===== src/design/c3se_pkg.sv =====
`timescale 1ns / 1ps
// c3se_pkg: types, constants and register codes of the 3x3 BGR filter.
// No dependencies.
package c3se_pkg;

    localparam int MAX_WIDTH      = 2048;
    localparam int COEF_FRAC_BITS = 8;

    localparam int PIX_W   = 24;
    localparam int COL_W   = $clog2(MAX_WIDTH);
    localparam int DIM_W   = 12;
    localparam int CNT_W   = DIM_W + 1;
    localparam int CW_W    = 16;
    localparam int BIAS_W  = 9;
    localparam int ACC_W   = CW_W + 9;
    localparam int EMB_W   = 12;
    localparam int APB_AW  = 5;

    localparam int FIFO_DEPTH = 8;
    localparam int FIFO_AW    = $clog2(FIFO_DEPTH);
    localparam int FIFO_CW    = FIFO_AW + 1;

    typedef enum logic [2:0] {
        REG_IMAGE_WIDTH   = 3'd0,
        REG_IMAGE_HEIGHT  = 3'd1,
        REG_FILTER_MODE   = 3'd2,
        REG_CENTER_WEIGHT = 3'd3,
        REG_EMBOSS_BIAS   = 3'd4
    } reg_idx_t;

    typedef struct packed {
        logic       flush;
        logic [7:0] blue_in;
        logic [7:0] green_in;
        logic [7:0] red_in;
    } pixel_in_t;

    typedef struct packed {
        logic [7:0] blue_out;
        logic [7:0] green_out;
        logic [7:0] red_out;
        logic       frame_end;
    } pixel_out_t;

    typedef struct packed {
        logic                     filter_mode;
        logic signed [CW_W-1:0]   center_weight;
        logic signed [BIAS_W-1:0] emboss_bias;
    } filt_cfg_t;

    // one neighborhood ready for the arithmetic; word = {red, green, blue}
    typedef struct packed {
        logic                       frame_end;
        logic [8:0]                 ok;
        logic [8:0][PIX_W-1:0]      win;
    } kern_req_t;

    typedef struct packed {
        logic       valid;
        pixel_out_t pix;
    } kern_res_t;

endpackage


===== src/design/c3se_kernel.sv =====
`timescale 1ns / 1ps
// c3se_kernel: two-stage per-channel sharpen/emboss arithmetic with rounding and clamp.
// Depends on c3se_pkg.
module c3se_kernel
    import c3se_pkg::*;
(
    input  logic      clk,
    input  logic      rst_n,
    input  logic      req_valid,
    input  kern_req_t req,
    input  filt_cfg_t cfg,
    output kern_res_t res
);

    logic [2:0][8:0][7:0]     tap;
    logic [2:0][10:0]         pos_sum;
    logic [2:0][9:0]          neg_sum;
    logic [2:0][9:0]          ring_sum;
    logic signed [EMB_W-1:0]  emb_sum  [3];
    logic signed [ACC_W-1:0]  prod     [3];
    logic signed [ACC_W-1:0]  sharp    [3];
    logic signed [ACC_W-1:0]  acc_next [3];

    logic signed [ACC_W-1:0]  acc_reg  [3];
    logic                     d_valid_reg;
    logic                     d_fe_reg;

    logic [EMB_W-1:0]         emb_d    [3];
    logic [7:0]               emb_clip [3];
    logic [9:0]               biased   [3];
    logic [ACC_W-1:0]         rnd      [3];
    logic [ACC_W-COEF_FRAC_BITS-1:0] qv [3];
    logic [7:0]               chan_out [3];

    always_comb
    begin
        for (int ch = 0; ch < 3; ch++)
        begin
            for (int i = 0; i < 9; i++)
            begin
                tap[ch][i] = req.ok[i] ? req.win[i][8*ch +: 8] : 8'd0;
            end
            pos_sum[ch]  = 11'(tap[ch][4]) + 11'(tap[ch][5]) + 11'(tap[ch][7])
                         + {2'b00, tap[ch][8], 1'b0};
            neg_sum[ch]  = {1'b0, tap[ch][0], 1'b0} + 10'(tap[ch][1]) + 10'(tap[ch][3]);
            emb_sum[ch]  = $signed({1'b0, pos_sum[ch]}) - $signed({2'b00, neg_sum[ch]});
            ring_sum[ch] = 10'(tap[ch][1]) + 10'(tap[ch][3]) + 10'(tap[ch][5])
                         + 10'(tap[ch][7]);
            prod[ch]     = $signed(cfg.center_weight) * $signed({1'b0, tap[ch][4]});
            sharp[ch]    = prod[ch] - $signed({{(ACC_W-10-COEF_FRAC_BITS){1'b0}},
                                               ring_sum[ch], {COEF_FRAC_BITS{1'b0}}});
            acc_next[ch] = cfg.filter_mode
                         ? $signed({{(ACC_W-EMB_W){emb_sum[ch][EMB_W-1]}}, emb_sum[ch]})
                         : sharp[ch];
        end
    end

    always_ff @(posedge clk or negedge rst_n)
    begin
        if (!rst_n)
        begin
            d_valid_reg <= 1'b0;
        end
        else
        begin
            d_valid_reg <= req_valid;
        end
    end

    always_ff @(posedge clk)
    begin
        d_fe_reg <= req.frame_end;
        acc_reg  <= acc_next;
    end

    always_comb
    begin
        for (int ch = 0; ch < 3; ch++)
        begin
            // emboss: clamp, add bias, clamp again
            emb_d[ch] = acc_reg[ch][EMB_W-1:0];
            if (emb_d[ch][EMB_W-1])
                emb_clip[ch] = 8'd0;
            else if (|emb_d[ch][EMB_W-2:8])
                emb_clip[ch] = 8'd255;
            else
                emb_clip[ch] = emb_d[ch][7:0];
            biased[ch] = {2'b00, emb_clip[ch]}
                       + {cfg.emboss_bias[BIAS_W-1], cfg.emboss_bias};

            // sharpen: round half up, clamp
            rnd[ch] = $unsigned(acc_reg[ch]) + ACC_W'(1 << (COEF_FRAC_BITS - 1));
            qv[ch]  = rnd[ch][ACC_W-1:COEF_FRAC_BITS];

            if (cfg.filter_mode)
            begin
                if (biased[ch][9])
                    chan_out[ch] = 8'd0;
                else if (biased[ch][8])
                    chan_out[ch] = 8'd255;
                else
                    chan_out[ch] = biased[ch][7:0];
            end
            else
            begin
                if (acc_reg[ch][ACC_W-1] || (acc_reg[ch] == '0))
                    chan_out[ch] = 8'd0;
                else if (|qv[ch][ACC_W-COEF_FRAC_BITS-1:8])
                    chan_out[ch] = 8'd255;
                else
                    chan_out[ch] = qv[ch][7:0];
            end
        end
    end

    assign res.valid         = d_valid_reg;
    assign res.pix.blue_out  = chan_out[0];
    assign res.pix.green_out = chan_out[1];
    assign res.pix.red_out   = chan_out[2];
    assign res.pix.frame_end = d_fe_reg;

endmodule


===== config.mk =====
export PLATFORM = sky130hd
export DESIGN_NAME = c3se_kernel
export DESIGN_NICKNAME = d
export VERILOG_FILES = /design/src/design/c3se_pkg.sv /design/src/design/c3se_kernel.sv
export SDC_FILE = /design/constraint.sdc
export NUM_CORES = 2
export LEC_CHECK = 0
export BUFFER_PORTS_ARGS = -buffer_cell sky130_fd_sc_hd__buf_2
export CORE_MARGIN = 2
export CORE_UTILIZATION = 38
export DETAILED_ROUTE_END_ITERATION = 16
export SKIP_CTS_REPAIR_TIMING = 1
export SKIP_LAST_GASP = 1
export SYNTH_ARGS = -nofsm -noshare
export SYNTH_HDL_FRONTEND = slang
export SYNTH_SLANG_ARGS = --single-unit

===== constraint.sdc =====
create_clock -name clk -period 2.8 [get_ports clk]
set_input_delay 0.14 -clock clk [delete_from_list [all_inputs] [get_ports clk]]
set_output_delay 0.14 -clock clk [all_outputs]
set_load 0.005 [all_outputs]

==> impl_results.md <==
- LEAKAGE: around 21 nW
- Crit path DAT: 6950 ps
- Tightest Pin Transition: 543.7 ps
- EDFF count, synth: 0
- Util after Layout: 53.93%
- Vias per inst: a little over 5
- Tcrit/Tclk final: 236.9%
- Clock Tree Buf Depth: 2
- Post-Synth XOR/XNOR Area: about 3.9%
- Antenna violations before repair: 7
- Vias: 26.35k
- Fmax: 0.1508 GHz
- Final worst slack: -3833 ps
- Die H: about 280 um
- Placed instance area: between 0.03 and 0.04 mm2
- Simple-Gate Fraction of Synth Area: around 18%
- Violated checks: negative setup slack
- DR iter-0 viols: ~1.6k
- Fraction of registers with async set or reset after synthesis: 1.299%
- Largest family of logic cells by synthesized area: adder cells
- Distinct cells, synth: 75
- Synth Cell Area: ~0.028 mm2
- Clock transition at path regs: approximately 70 ps
- Layout Cell Area excl Fill: 0.03955 mm2
- Die width: 276.7 um
- Die area: approximately 0.077 mm2
- Aggregate global-route resource usage: around 25%
- Logic gate share of total power: 92.5%
- Post-synthesis compound-gate area fraction: between 10% and 20%
- Switching power: 0.02396 W
- Crit Path Category: in2reg
- DR pass1 iterations: 5
- Worst Path Max Fanout: 5
- Relative slew slack: a little under two thirds
- Core Rows: 99
- # DRC: 0
- Largest net degree at the start of global routing: just under 50
- Num CTS Buffers: 9
- Synth Area in Adders: 48.51%
- WHS: between 70 and 80 ps
- WL/cell: about 18 um
- Post-synthesis mux area share: 0.7792%
- Maximum vdd drop: 1104 uV
- Clock share of power: 2.6%
- Unrepaired setup endpoints after global routing: yes
- Critical Path End Type: flip-flop
- Post-DP HPWL: 81.41 mm
- MaxCap Viol Count: 0
- Final Hold Fails: 0
- TNS Setup: -193700 ps
- Layout cells sized above 1: between 30% and 40%
- Clock root buffer: clkbuf_16
- Nets@finish: between 5k and 6k
- Power density over the cells: 1254 mW/mm2
- Final setup fails: 96
- Register share of total power: under 10%
- Global-route wire length before repair: around 150 mm
- Synthesized area per cell: around 8 um2
- Synth Net Count: around 4.5k
- Initial Util: between 30% and 40%
- Biggest area consumer among synthesized cells: fa_1
- Slowest-stage cell, CP: fa_1
- Post-synth top area share: 37.61%
- P&R area growth vs syn: 39.93%
- H-Tree Level Count: 3
- TritonCTS clock tree: done
- Clock sink total: 77
- Slowest stage delay, CP: approximately 530 ps
- Largest register FFs: 75
- Routability cong.: ~0.97
- HP Class: in2async
- Register area share after synthesis: around 5.5%
- Routed WL: between 90 and 100 mm
- Status: finished with violations
- Yosys warnings: 0
- # IOs: between 200 and 300
- Ys flop type: dfxtp_1
- Syn Inst Count: around 3.4k
- Worst Setup Start Kind: primary input
- Final ANT Viol Nets: 0
- Fin. max-slew vios: 0
- Fillers: 6707
- Top cells by area, synth: fa_1 38%, inv_1 11%, ha_1 11%
- Net Sw Frac: between 40% and 50%
- Minimum clock period: 6633 ps
- GR Overflow Total: 0
- Req. time, crit path: between 3000 and 4000 ps
- Core Region: 0.07333 mm2
- Critical path buffers and inverters: 7
- I/O Buffers: 230
- Top cell family by delay on the critical path: adder cells
- Flop and latch count out of synthesis: slightly below 80
- Vias in the first global route: approximately 27k
- Internal power: 0.02564 W
## per-layer routing
layer | vias to the layer above | track usage, % | share of wire (%)
met5 | - | 0 | 0.037
met4 | 6 | 5.240 | 2.1
met3 | 98 | 2.396 | 5.1
met2 | 702 | 41.51 | 47
met1 | 13130 | 34.43 | 46
li1 | 12416 | - | -
## layout make-up
class / count / area, um2 / share of cell area, %
multi-input combinational: 2379 / 25750 / 65.11
timing repair buffer: 974 / 7577 / 19.16
inverter: 836 / 3152 / 7.970
sequential: 77 / 1556 / 3.936
tap: 959 / 1200 / 3.034
clock buffer: 10 / 239.0 / 0.6043
clock inverter: 6 / 70.07 / 0.1772
antenna: 1 / 2.502 / 0.006328
## power by group through the flow
stage | clock, W | combinational (W) | sequential [W]
after CTS | 0.00132 | 0.0382 | 0.00238
after floorplan | 0 | 0.0242 | 0.00221
after global placement | 0 | 0.0375 | 0.00241
after global routing | 0.00136 | 0.0504 | 0.00249
final | 0.00130 | 0.0459 | 0.00244
after detailed placement | 0 | 0.0379 | 0.00241
## cell families after synthesis
| kind of cell | count (synthesis) |
|---|---|
| compound gates | 467 |
| xor+xnor | 125 |
| fa+ha+maj | 777 |
| buf+inv | 987 |
| flops | 77 |
| mux | 21 |
| simple gates | 988 |
## path summary, 6_finish.rpt
| check | start | end | slack (ps) | cells after the start |
|---|---|---|---|---|
| max in group asynchronous | rst_n | d_valid_reg | 2650 | 2 |
| min in group clk | req[104] | acc_reg[25] | 360 | 4 |
| min | rst_n | d_valid_reg | 70 | 2 |
| max | req[217] | acc_reg[74] | -3830 | 33 |
## placed cells by master, fill, tap and decap left out, types with 49 or more instances in the layout
cell,instances
nand3_1,59
fa_1,506
ha_1,166
and2_1,59
nor2_1,109
nand2_1,296
inv_1,754
xnor2_1,57
buf_4,634
a21oi_2,49
dfxtp_1,68
and3_1,214
a21o_1,59
inv_2,78
buf_6,70
ha_4,74
buf_2,223
a21oi_1,54
## synth_stat cells (all sizes together) (28+ instances only)
library cell,n
inv,836
fa,531
nand2,329
ha,246
and3,223
clkbuf,146
nor2,134
a21oi,120
o21ai,117
and2,83
xnor2,80
dfxtp,76
nand3,64
a21o,61
xor2,44
nor3,36
o21a,28
## through the flow
step / worst slack [ps] / instances / power (W)
after floorplan: -3837 / 3442 / 0.02639
after global placement: -4353 / 5163 / 0.03995
after detailed placement: -4474 / 5163 / 0.04031
after CTS: -4129 / 5179 / 0.04186
after global routing: -4073 / 5241 / 0.05429
final: -3833 / 5242 / 0.04960
(Power assumes the default switching activity.)
