===== src/design/c3se_pkg.sv =====
`timescale 1ns / 1ps
// c3se_pkg: types, constants and register codes of the 3x3 BGR filter.
// No dependencies.
package c3se_pkg;

    localparam int MAX_WIDTH      = 2048;
    localparam int COEF_FRAC_BITS = 8;

    localparam int PIX_W   = 24;
    localparam int COL_W   = $clog2(MAX_WIDTH);
    localparam int DIM_W   = 12;
    localparam int CNT_W   = DIM_W + 1;
    localparam int CW_W    = 16;
    localparam int BIAS_W  = 9;
    localparam int ACC_W   = CW_W + 9;
    localparam int EMB_W   = 12;
    localparam int APB_AW  = 5;

    localparam int FIFO_DEPTH = 8;
    localparam int FIFO_AW    = $clog2(FIFO_DEPTH);
    localparam int FIFO_CW    = FIFO_AW + 1;

    typedef enum logic [2:0] {
        REG_IMAGE_WIDTH   = 3'd0,
        REG_IMAGE_HEIGHT  = 3'd1,
        REG_FILTER_MODE   = 3'd2,
        REG_CENTER_WEIGHT = 3'd3,
        REG_EMBOSS_BIAS   = 3'd4
    } reg_idx_t;

    typedef struct packed {
        logic       flush;
        logic [7:0] blue_in;
        logic [7:0] green_in;
        logic [7:0] red_in;
    } pixel_in_t;

    typedef struct packed {
        logic [7:0] blue_out;
        logic [7:0] green_out;
        logic [7:0] red_out;
        logic       frame_end;
    } pixel_out_t;

    typedef struct packed {
        logic                     filter_mode;
        logic signed [CW_W-1:0]   center_weight;
        logic signed [BIAS_W-1:0] emboss_bias;
    } filt_cfg_t;

    // one neighborhood ready for the arithmetic; word = {red, green, blue}
    typedef struct packed {
        logic                       frame_end;
        logic [8:0]                 ok;
        logic [8:0][PIX_W-1:0]      win;
    } kern_req_t;

    typedef struct packed {
        logic       valid;
        pixel_out_t pix;
    } kern_res_t;

endpackage


===== src/design/c3se_out_fifo.sv =====
`timescale 1ns / 1ps
// c3se_out_fifo: result queue between the filter pipeline and the output channel.
// Depends on c3se_pkg.
module c3se_out_fifo
    import c3se_pkg::*;
(
    input  logic               clk,
    input  logic               rst_n,
    input  kern_res_t          push,
    output logic               res_valid,
    input  logic               res_ready,
    output pixel_out_t         res_data,
    output logic [FIFO_CW-1:0] count
);

    pixel_out_t          fifo_mem [FIFO_DEPTH];
    logic [FIFO_AW-1:0]  wr_ptr_reg;
    logic [FIFO_AW-1:0]  rd_ptr_reg;
    logic [FIFO_CW-1:0]  count_reg;
    logic [FIFO_AW-1:0]  wr_ptr_next;
    logic [FIFO_AW-1:0]  rd_ptr_next;
    logic [FIFO_CW-1:0]  count_next;
    logic                pop;

    assign res_valid = (count_reg != '0);
    assign res_data  = fifo_mem[rd_ptr_reg];
    assign count     = count_reg;
    assign pop       = res_valid && res_ready;

    always_comb
    begin
        wr_ptr_next = push.valid ? wr_ptr_reg + FIFO_AW'(1) : wr_ptr_reg;
        rd_ptr_next = pop ? rd_ptr_reg + FIFO_AW'(1) : rd_ptr_reg;
        count_next  = count_reg + FIFO_CW'(push.valid) - FIFO_CW'(pop);
    end

    always_ff @(posedge clk or negedge rst_n)
    begin
        if (!rst_n)
        begin
            wr_ptr_reg <= '0;
            rd_ptr_reg <= '0;
            count_reg  <= '0;
        end
        else
        begin
            wr_ptr_reg <= wr_ptr_next;
            rd_ptr_reg <= rd_ptr_next;
            count_reg  <= count_next;
        end
    end

    always_ff @(posedge clk)
    begin
        if (push.valid)
        begin
            fifo_mem[wr_ptr_reg] <= push.pix;
        end
    end

endmodule


===== config.mk =====
export PLATFORM = sky130hd
export DESIGN_NAME = c3se_out_fifo
export DESIGN_NICKNAME = d
export VERILOG_FILES = /design/src/design/c3se_pkg.sv /design/src/design/c3se_out_fifo.sv
export SDC_FILE = /design/constraint.sdc
export NUM_CORES = 1
export LEC_CHECK = 0
export BUFFER_PORTS_ARGS = -buffer_cell sky130_fd_sc_hd__buf_2
export CAP_MARGIN = 20
export CORE_ASPECT_RATIO = 1.2
export CORE_MARGIN = 2
export CORE_UTILIZATION = 60
export DETAILED_ROUTE_END_ITERATION = 10
export MAX_ROUTING_LAYER = met4
export PLACE_DENSITY = 0.84
export SETUP_SLACK_MARGIN = 0.02
export SLEW_MARGIN = 40
export SYNTH_ARGS = -nofsm -noshare
export SYNTH_HDL_FRONTEND = slang
export SYNTH_SLANG_ARGS = --single-unit

===== constraint.sdc =====
create_clock -name clk -period 3.7 [get_ports clk]
set_input_delay 0.185 -clock clk [delete_from_list [all_inputs] [get_ports clk]]
set_output_delay 0.185 -clock clk [all_outputs]
set_load 0.02 [all_outputs]

==> key figures, run 1 <==
Die
  – IO Pins: 59
  – Core Area: 0.01335 mm2
  – Site Rows: 46
  – Die height: 132.5 um
  – Starting Density: 61.84%
  – Die area: 0.01472 mm2
  – Die width: 111.1 um

Worst setup path
  – Max incr delay on CP: 800 ps
  – Worst EP required: 3510 ps
  – R2r setup slk: 1220 ps
  – CP arrival: 2680 ps
  – Crit path capture type: output pin
  – Crit-path slowest cell: dfrtp_2
  – CP top delay family: multiplexers
  – CP Class: reg -> out
  – Crit-path max FO: 30
  – Startpoint type of the worst setup path: flop
  – Critical Path, Cell by Cell: buf_12 -> mux4_1 -> mux2_2 -> buf_2
  – WP buf/inv: 2

Placement
  – Pre-CTS setup slack: 1244 ps
  – RePlAce Congestion: 0.7080
  – Dpl hpwl: 8.518 mm
  – I/O Buffers: 58

Power and ir drop
  – Power density over cell area: 755.4 mW/mm2
  – Tot Pwr: 0.007257 W
  – Static leakage: 3.391 nW
  – Worst VDD drop: 0.6122 mV

Synth
  – Count of warnings emitted by yosys: 0
  – Syn Area/Cell: 24.01 um2
  – Cell variety after synth: 20
  – Number of synthesized register bits: 210
  – Mapped Area: 0.008258 mm2
  – Syn Nets: 381
  – Post-synthesis sequential area ratio: 75.76%
  – Mapped Cells: 344

Routing
  – Antenna-violating nets left: 0
  – Drc violations: 0
  – Drt wl/cell: 23.02 um
  – Detailed Route WL: 14.39 mm
  – First-pass detailed-route iteration total: 4
  – Vias per cell: 5.982
  – Via count: 3,739
  – Number of DRC markers in iteration 0: 255

Run status
  – Status: completed

STA
  – FMAX: 349.4 MHz
  – Setup TNS: 0 ps
  – Final setup viols: 0
  – Clock skew: 10.68 ps
  – Final Critical Period: 2862 ps
  – Relative slew slack: 49.12%
  – Final setup margin: 837.7 ps
  – Slew Viols, Final: 0
  – Hold_ws: 6.792 ps
  – Post-route clock period utilization: 77.36%
  – Final hold vios: 0
  – RSZ-0062 raised after global routing: false
  – Least-Margin Pin Slew: 762.4 ps

Global route
  – Total GRT Usage: 20.42%
  – Largest net degree at the start of global routing: 52
  – Gr ovfl total: 0
  – Vias in the first global route: 3,958
  – Initial antenna violation count: 0
  – First-pass GRT wire length: 21.96 mm

Hold path
  – HP Class: in -> reg

CTS
  – CTS sink cnt: 210
  – TritonCTS Buffers: 19
  – Clk buf depth: 3
  – Worst-skew pair later-pin latency: 480 ps
  – Post-CTS Resized: 0
  – CTS tree: yes
  – Clock-pin transition on the worst setup and hold timing paths: 60 ps
  – H-tree Lvls: 1
  – Clock root cell: clkbuf_16

Cells and area
  – Fin util: 71.95%
  – Filler cells: 765
  – Share of layout cells above drive strength 1: 29.32%
  – Final net count: 483
  – Diode count: 0
  – Syn-to-layout area delta: 16.33%
  – Max FFs per register: 200

Flow run
  – MaxCap Viol Count: 0
==> area by class of cell <==
cell class	instances	area (um2)	share of cell area, %
sequential	210	6261	65.17
multi-input combinational	110	1902	19.80
timing repair buffer	96	655.6	6.825
clock buffer	23	490.5	5.105
tap	168	210.2	2.188
clock inverter	9	53.80	0.5600
inverter	9	33.78	0.3517
==> cell usage after synthesis <==
cell	n	share of area, %
fa_1	1	0.24
or3b_2	1	0.11
nor2_1	6	0.27
dfrtp_1	10	3.0
xor2_1	2	0.21
edfxtp_1	200	73
mux2_2	27	3.7
nand3_1	1	0.061
nor3_1	2	0.12
ha_1	7	1.1
nand2_1	4	0.18
mux4_2	1	0.27
clkbuf_1	9	0.41
a21o_1	1	0.091
buf_6	6	0.82
a21oi_1	1	0.061
nand2b_1	3	0.23
mux4_1	49	16
xnor2_1	4	0.42
inv_1	9	0.41
==> cell families after synthesis <==
logic type                 Yosys count  synth area share [%]
adders and majority gates            8                 1.303
AOI/OAI and AO/OA                    2                0.1515
muxes                               77                 19.55
buffers and inverters               24                 1.636
DFF                                210                 75.76
xor gates and xnor gates             6                0.6364
and+or+nand+nor                     17                0.9696
==> worst register-to-register path: stages, from the launching register on <==
cell and delay [ps]:
dfrtp_1 380, inv_1 90, ha_1 140, or3b_2 480, nand2_1 150, inv_1 60, ha_1 260, inv_1 50
ha_1 150, inv_1 60, fa_1 510, inv_1 40
==> path summary, 6_finish.rpt <==
path,from,endpoint,depth (start not counted)
worst max register to register,count[2],count[1],11
min in group asynchronous,rst_n,count[3],2
worst min register to register,wr_ptr_reg[1],wr_ptr_reg[1],1
worst max-delay path,rd_ptr_reg[0],res_data[5],4
worst min-delay path,push[25],wr_ptr_reg[0],2
max in group asynchronous,rst_n,rd_ptr_reg[2],2
==> per-layer routing <==
| layer | part of all wire [%] | up-vias | routed length (um) | global-route usage (%) |
|---|---|---|---|---|
| met5 | 0 | - | 0 | - |
| met4 | 1.7 | 0 | 247 | 5.350 |
| met3 | 4.4 | 26 | 640 | 2.932 |
| met2 | 53 | 102 | 7681 | 35.72 |
| met1 | 40 | 1935 | 5819 | 25.57 |
| li1 | - | 1676 | - | - |
==> repair_timing <==
action / in CTS / in global routing
buffers inserted: 0 / 0
endpoints found under the hold margin: 211 / 0
hold buffers: 27 / 0
==> stage by stage <==
stage | instance area, um2 | cells
floorplan | 8258 | 344
global placement | 8780 | 566
detailed placement | 8782 | 566
CTS | 9597 | 625
global route | 9607 | 625
finish | 9607 | 625
==> power by group <==
part | internal [W] | switching, W | total (W)
Sequential | 0.00301 | 0.000302 | 0.00331
Combinational | 0.00108 | 0.00114 | 0.00222
Clock | 0.000948 | 0.000783 | 0.00173
Total | 0.00503 | 0.00223 | 0.00726
==> cell usage in the layout, fill, tap and decap left out, drive strengths merged, types with 4 or more instances in the layout <==
cell	n
nor2	6
mux2	27
clkinv	9
buf	69
mux4	50
edfxtp	200
inv	9
dfrtp	10
xnor2	4
clkbuf	23
dlygate4sd3	27
ha	7
nand2	4
(Power assumes the default switching activity.)
==> inputs of run 2 (changes only) <==
==> constraint.sdc (replaced) <==
create_clock -name clk -period 2.86 [get_ports clk]
set_input_delay 0.143 -clock clk [delete_from_list [all_inputs] [get_ports clk]]
set_output_delay 0.143 -clock clk [all_outputs]
set_load 0.02 [all_outputs]
==> key figures, run 2 (same netlist as run 1, synthesis figures left out) <==
Placement
  – Dpl hpwl: 8.906 mm (was 8.518 mm)
  – I/O Buffers: 58 (unchanged)
  – RePlAce Congestion: 0.7349 (was 0.7080)
  – Area after DPL: 0.008857 mm2 (was 0.008782 mm2)

Routing
  – Vias per cell: 6.006 (was 5.982)
  – Via count: 3,802 (was 3,739)
  – Drt wl/cell: 24.24 um (was 23.02 um)
  – Drc violations: 0 (unchanged)
  – Antenna-violating nets left: 0 (unchanged)
  – Detailed Route WL: 15.34 mm (was 14.39 mm)
  – Number of DRC markers in iteration 0: 241 (was 255)
  – First-pass detailed-route iteration total: 4 (unchanged)

Worst setup path
  – Max incr delay on CP: 750 ps (was 800 ps)
  – CP top delay family: multiplexers (unchanged)
  – Reg-to-reg startpoint: count[2] (unchanged)
  – Critical Path, Cell by Cell: buf_12 -> mux4_1 -> mux2_2 -> buf_2 (unchanged)
  – R2r setup slk: 330 ps (was 1220 ps)
  – Reg-to-reg endpoint: count[2] (was count[1])
  – CP arrival: 2620 ps (was 2680 ps)
  – Crit-path max FO: 22 (was 30)
  – WP buf/inv: 2 (unchanged)
  – Crit-path slowest cell: dfrtp_2 (unchanged)
  – Critical Path Source: rd_ptr_reg[0] (unchanged)
  – Crit path capture type: output pin (unchanged)
  – Worst EP required: 2720 ps (was 3510 ps)
  – Cells on worst reg2reg path: 11 (unchanged)
  – CP Class: reg -> out (unchanged)
  – Startpoint type of the worst setup path: flop (unchanged)

STA
  – Final hold vios: 0 (unchanged)
  – Final setup viols: 0 (unchanged)
  – Clock skew: 13.13 ps (was 10.68 ps)
  – Slew Viols, Final: 0 (unchanged)
  – Hold_ws: 91.33 ps (was 6.792 ps)
  – FMAX: 361.8 MHz
  – Post-route clock period utilization: 96.63%
  – Final Critical Period: 2764 ps
  – Least-Margin Pin Slew: 779.0 ps (was 762.4 ps)
  – Setup TNS: 0 ps (unchanged)
  – Relative slew slack: 48.06% (was 49.12%)
  – RSZ-0062 raised after global routing: false (unchanged)

Power and ir drop
  – Worst VDD drop: 0.7513 mV (was 0.6122 mV)
  – Static leakage: 3.482 nW (was 3.391 nW)
  – Tot Pwr: 0.009854 W (was 0.007257 W)
  – Power density over cell area: 1008 mW/mm2 (was 755.4 mW/mm2)

Cells and area
  – Final net count: 491 (was 483)
  – Final Cell Area: 0.009776 mm2 (was 0.009607 mm2)
  – Diode count: 0 (unchanged)
  – Most used cells in the layout excluding fill and tap cells: 200 x edfxtp_1, 58 x buf_2, 49 x mux4_1 (unchanged)
  – Syn-to-layout area delta: 18.38% (was 16.33%)
  – Max FFs per register: 200 (unchanged)
  – Filler cells: 729 (was 765)
  – Share of layout cells above drive strength 1: 30.75% (was 29.32%)
  – Commonest non-fill, non-tap cell in the layout: edfxtp_1 (unchanged)

CTS
  – Clock root cell: clkbuf_16 (unchanged)
  – H-tree Lvls: 1 (unchanged)
  – Worst-skew pair later-pin latency: 470 ps (was 480 ps)
  – Postcts setup bufs: 0 (unchanged)
  – Clock-pin transition on the worst setup and hold timing paths: 60 ps (about the same)
  – TritonCTS Buffers: 19 (unchanged)
  – CTS tree: yes (unchanged)
  – Clk buf depth: 3 (unchanged)
  – CTS sink cnt: 210 (unchanged)

Global route
  – Met3 Use GR: 2.428% (was 2.932%)
  – First-pass GRT wire length: 23.63 mm (was 21.96 mm)
  – Vias in the first global route: 4,109 (was 3,958)
  – GRT met1 Usage: 25.88% (was 25.57%)
  – Most Crowded Layer GR: met2 (unchanged)
  – Gr ovfl total: 0 (unchanged)
  – GRT met2 Usage: 40.25% (was 35.72%)
  – Total GRT Usage: 22.02% (was 20.42%)
  – Largest net degree at the start of global routing: 31 (was 52)
  – Initial antenna violation count: 0 (unchanged)

Die
  – Die width: 111.1 um (unchanged)
  – Core Area: 0.01335 mm2 (unchanged)
  – Die height: 132.5 um (unchanged)
  – Die area: 0.01472 mm2 (unchanged)
  – IO Pins: 59 (unchanged)
  – Site Rows: 46 (unchanged)
  – Starting Density: 61.84% (unchanged)

Run status
  – Status: completed (unchanged)

Hold path
  – HP Class: in -> async (was in -> reg)

Flow run
  – MaxCap Viol Count: 0 (unchanged)
-- run 2: cell types whose count changed in the layout (fill, tap and decap cells not counted) --
cell / before / now
dlygate4sd3_1: 27 / 28
buf_4: 10 / 15
buf_12: 1 / 3
clkbuf_1: 4 / 3
clkinvlp_4: 0 / 1
nor2_2: 4 / 6
nor2_4: 2 / 0
dfrtp_4: 1 / 0
dfrtp_2: 1 / 2
bufinv_16: 0 / 4
clkinv_4: 3 / 0
clkinv_1: 2 / 1
-- run 2: worst max-delay path by stage --
stage,cells after the start,endpoint,slack (ps)
finish,4,res_data[22],100
floorplan,2,fifo_mem[0][0],110
detailed placement,11,count[2],350
global placement,11,count[1],500
global route,4,res_data[22],50
CTS,4,res_data[22],70
-- run 2: layer usage --
metal	routed length (um)	share of wire (%)	up-vias
met5	0	0	-
met4	372	2.4	0
met3	638	4.2	27
met2	8602	56	117
met1	5729	37	1967
li1	-	-	1691
-- run 2: where the power goes --
part	switching (W)	total, W	internal [W]
combinational	0.00159	0.00306	0.00147
sequential	0.000332	0.00422	0.00389
clock	0.000999	0.00258	0.00158
-- run 2: worst register-to-register path: stages (launching register included) --
cell	delay [ps]
dfrtp_1	370
inv_1	90
ha_1	150
or3b_2	480
nand2_1	150
inv_1	60
ha_1	280
inv_1	70
ha_1	160
inv_1	60
fa_1	400
xnor2_1	140
-- run 2: repair_timing --
action / 4_1_cts / 5_1_grt
hold buffers: 28 / 0
endpoints found under the hold margin: 212 / 0
resized for setup: 0 / 0
-- run 2: stage by stage --
| stage | worst slack [ps] | cells | utilization (%) |
|---|---|---|---|
| 5_1_grt | 48.00 | 633 | 73.21 |
| 3_3_place_gp | 499.4 | 573 | 66.33 |
| 4_1_cts | 73.32 | 633 | 73.21 |
| 3_5_place_dp | 350.1 | 573 | 66.33 |
| 2_1_floorplan | 111.5 | 344 | - |
| 6_report | 96.33 | 633 | 73.21 |
-- run 2: final cells by class --
| class | instances | area, um2 | area share (%) |
|---|---|---|---|
| Clock inverter | 10 | 151.4 | 1.549 |
| Inverter | 9 | 33.78 | 0.3456 |
| Timing Repair Buffer | 104 | 743.2 | 7.603 |
| Tap cell | 168 | 210.2 | 2.150 |
| Multi-Input combinational cell | 110 | 1892 | 19.35 |
| Sequential cell | 210 | 6259 | 64.02 |
| Clock buffer | 22 | 486.7 | 4.979 |
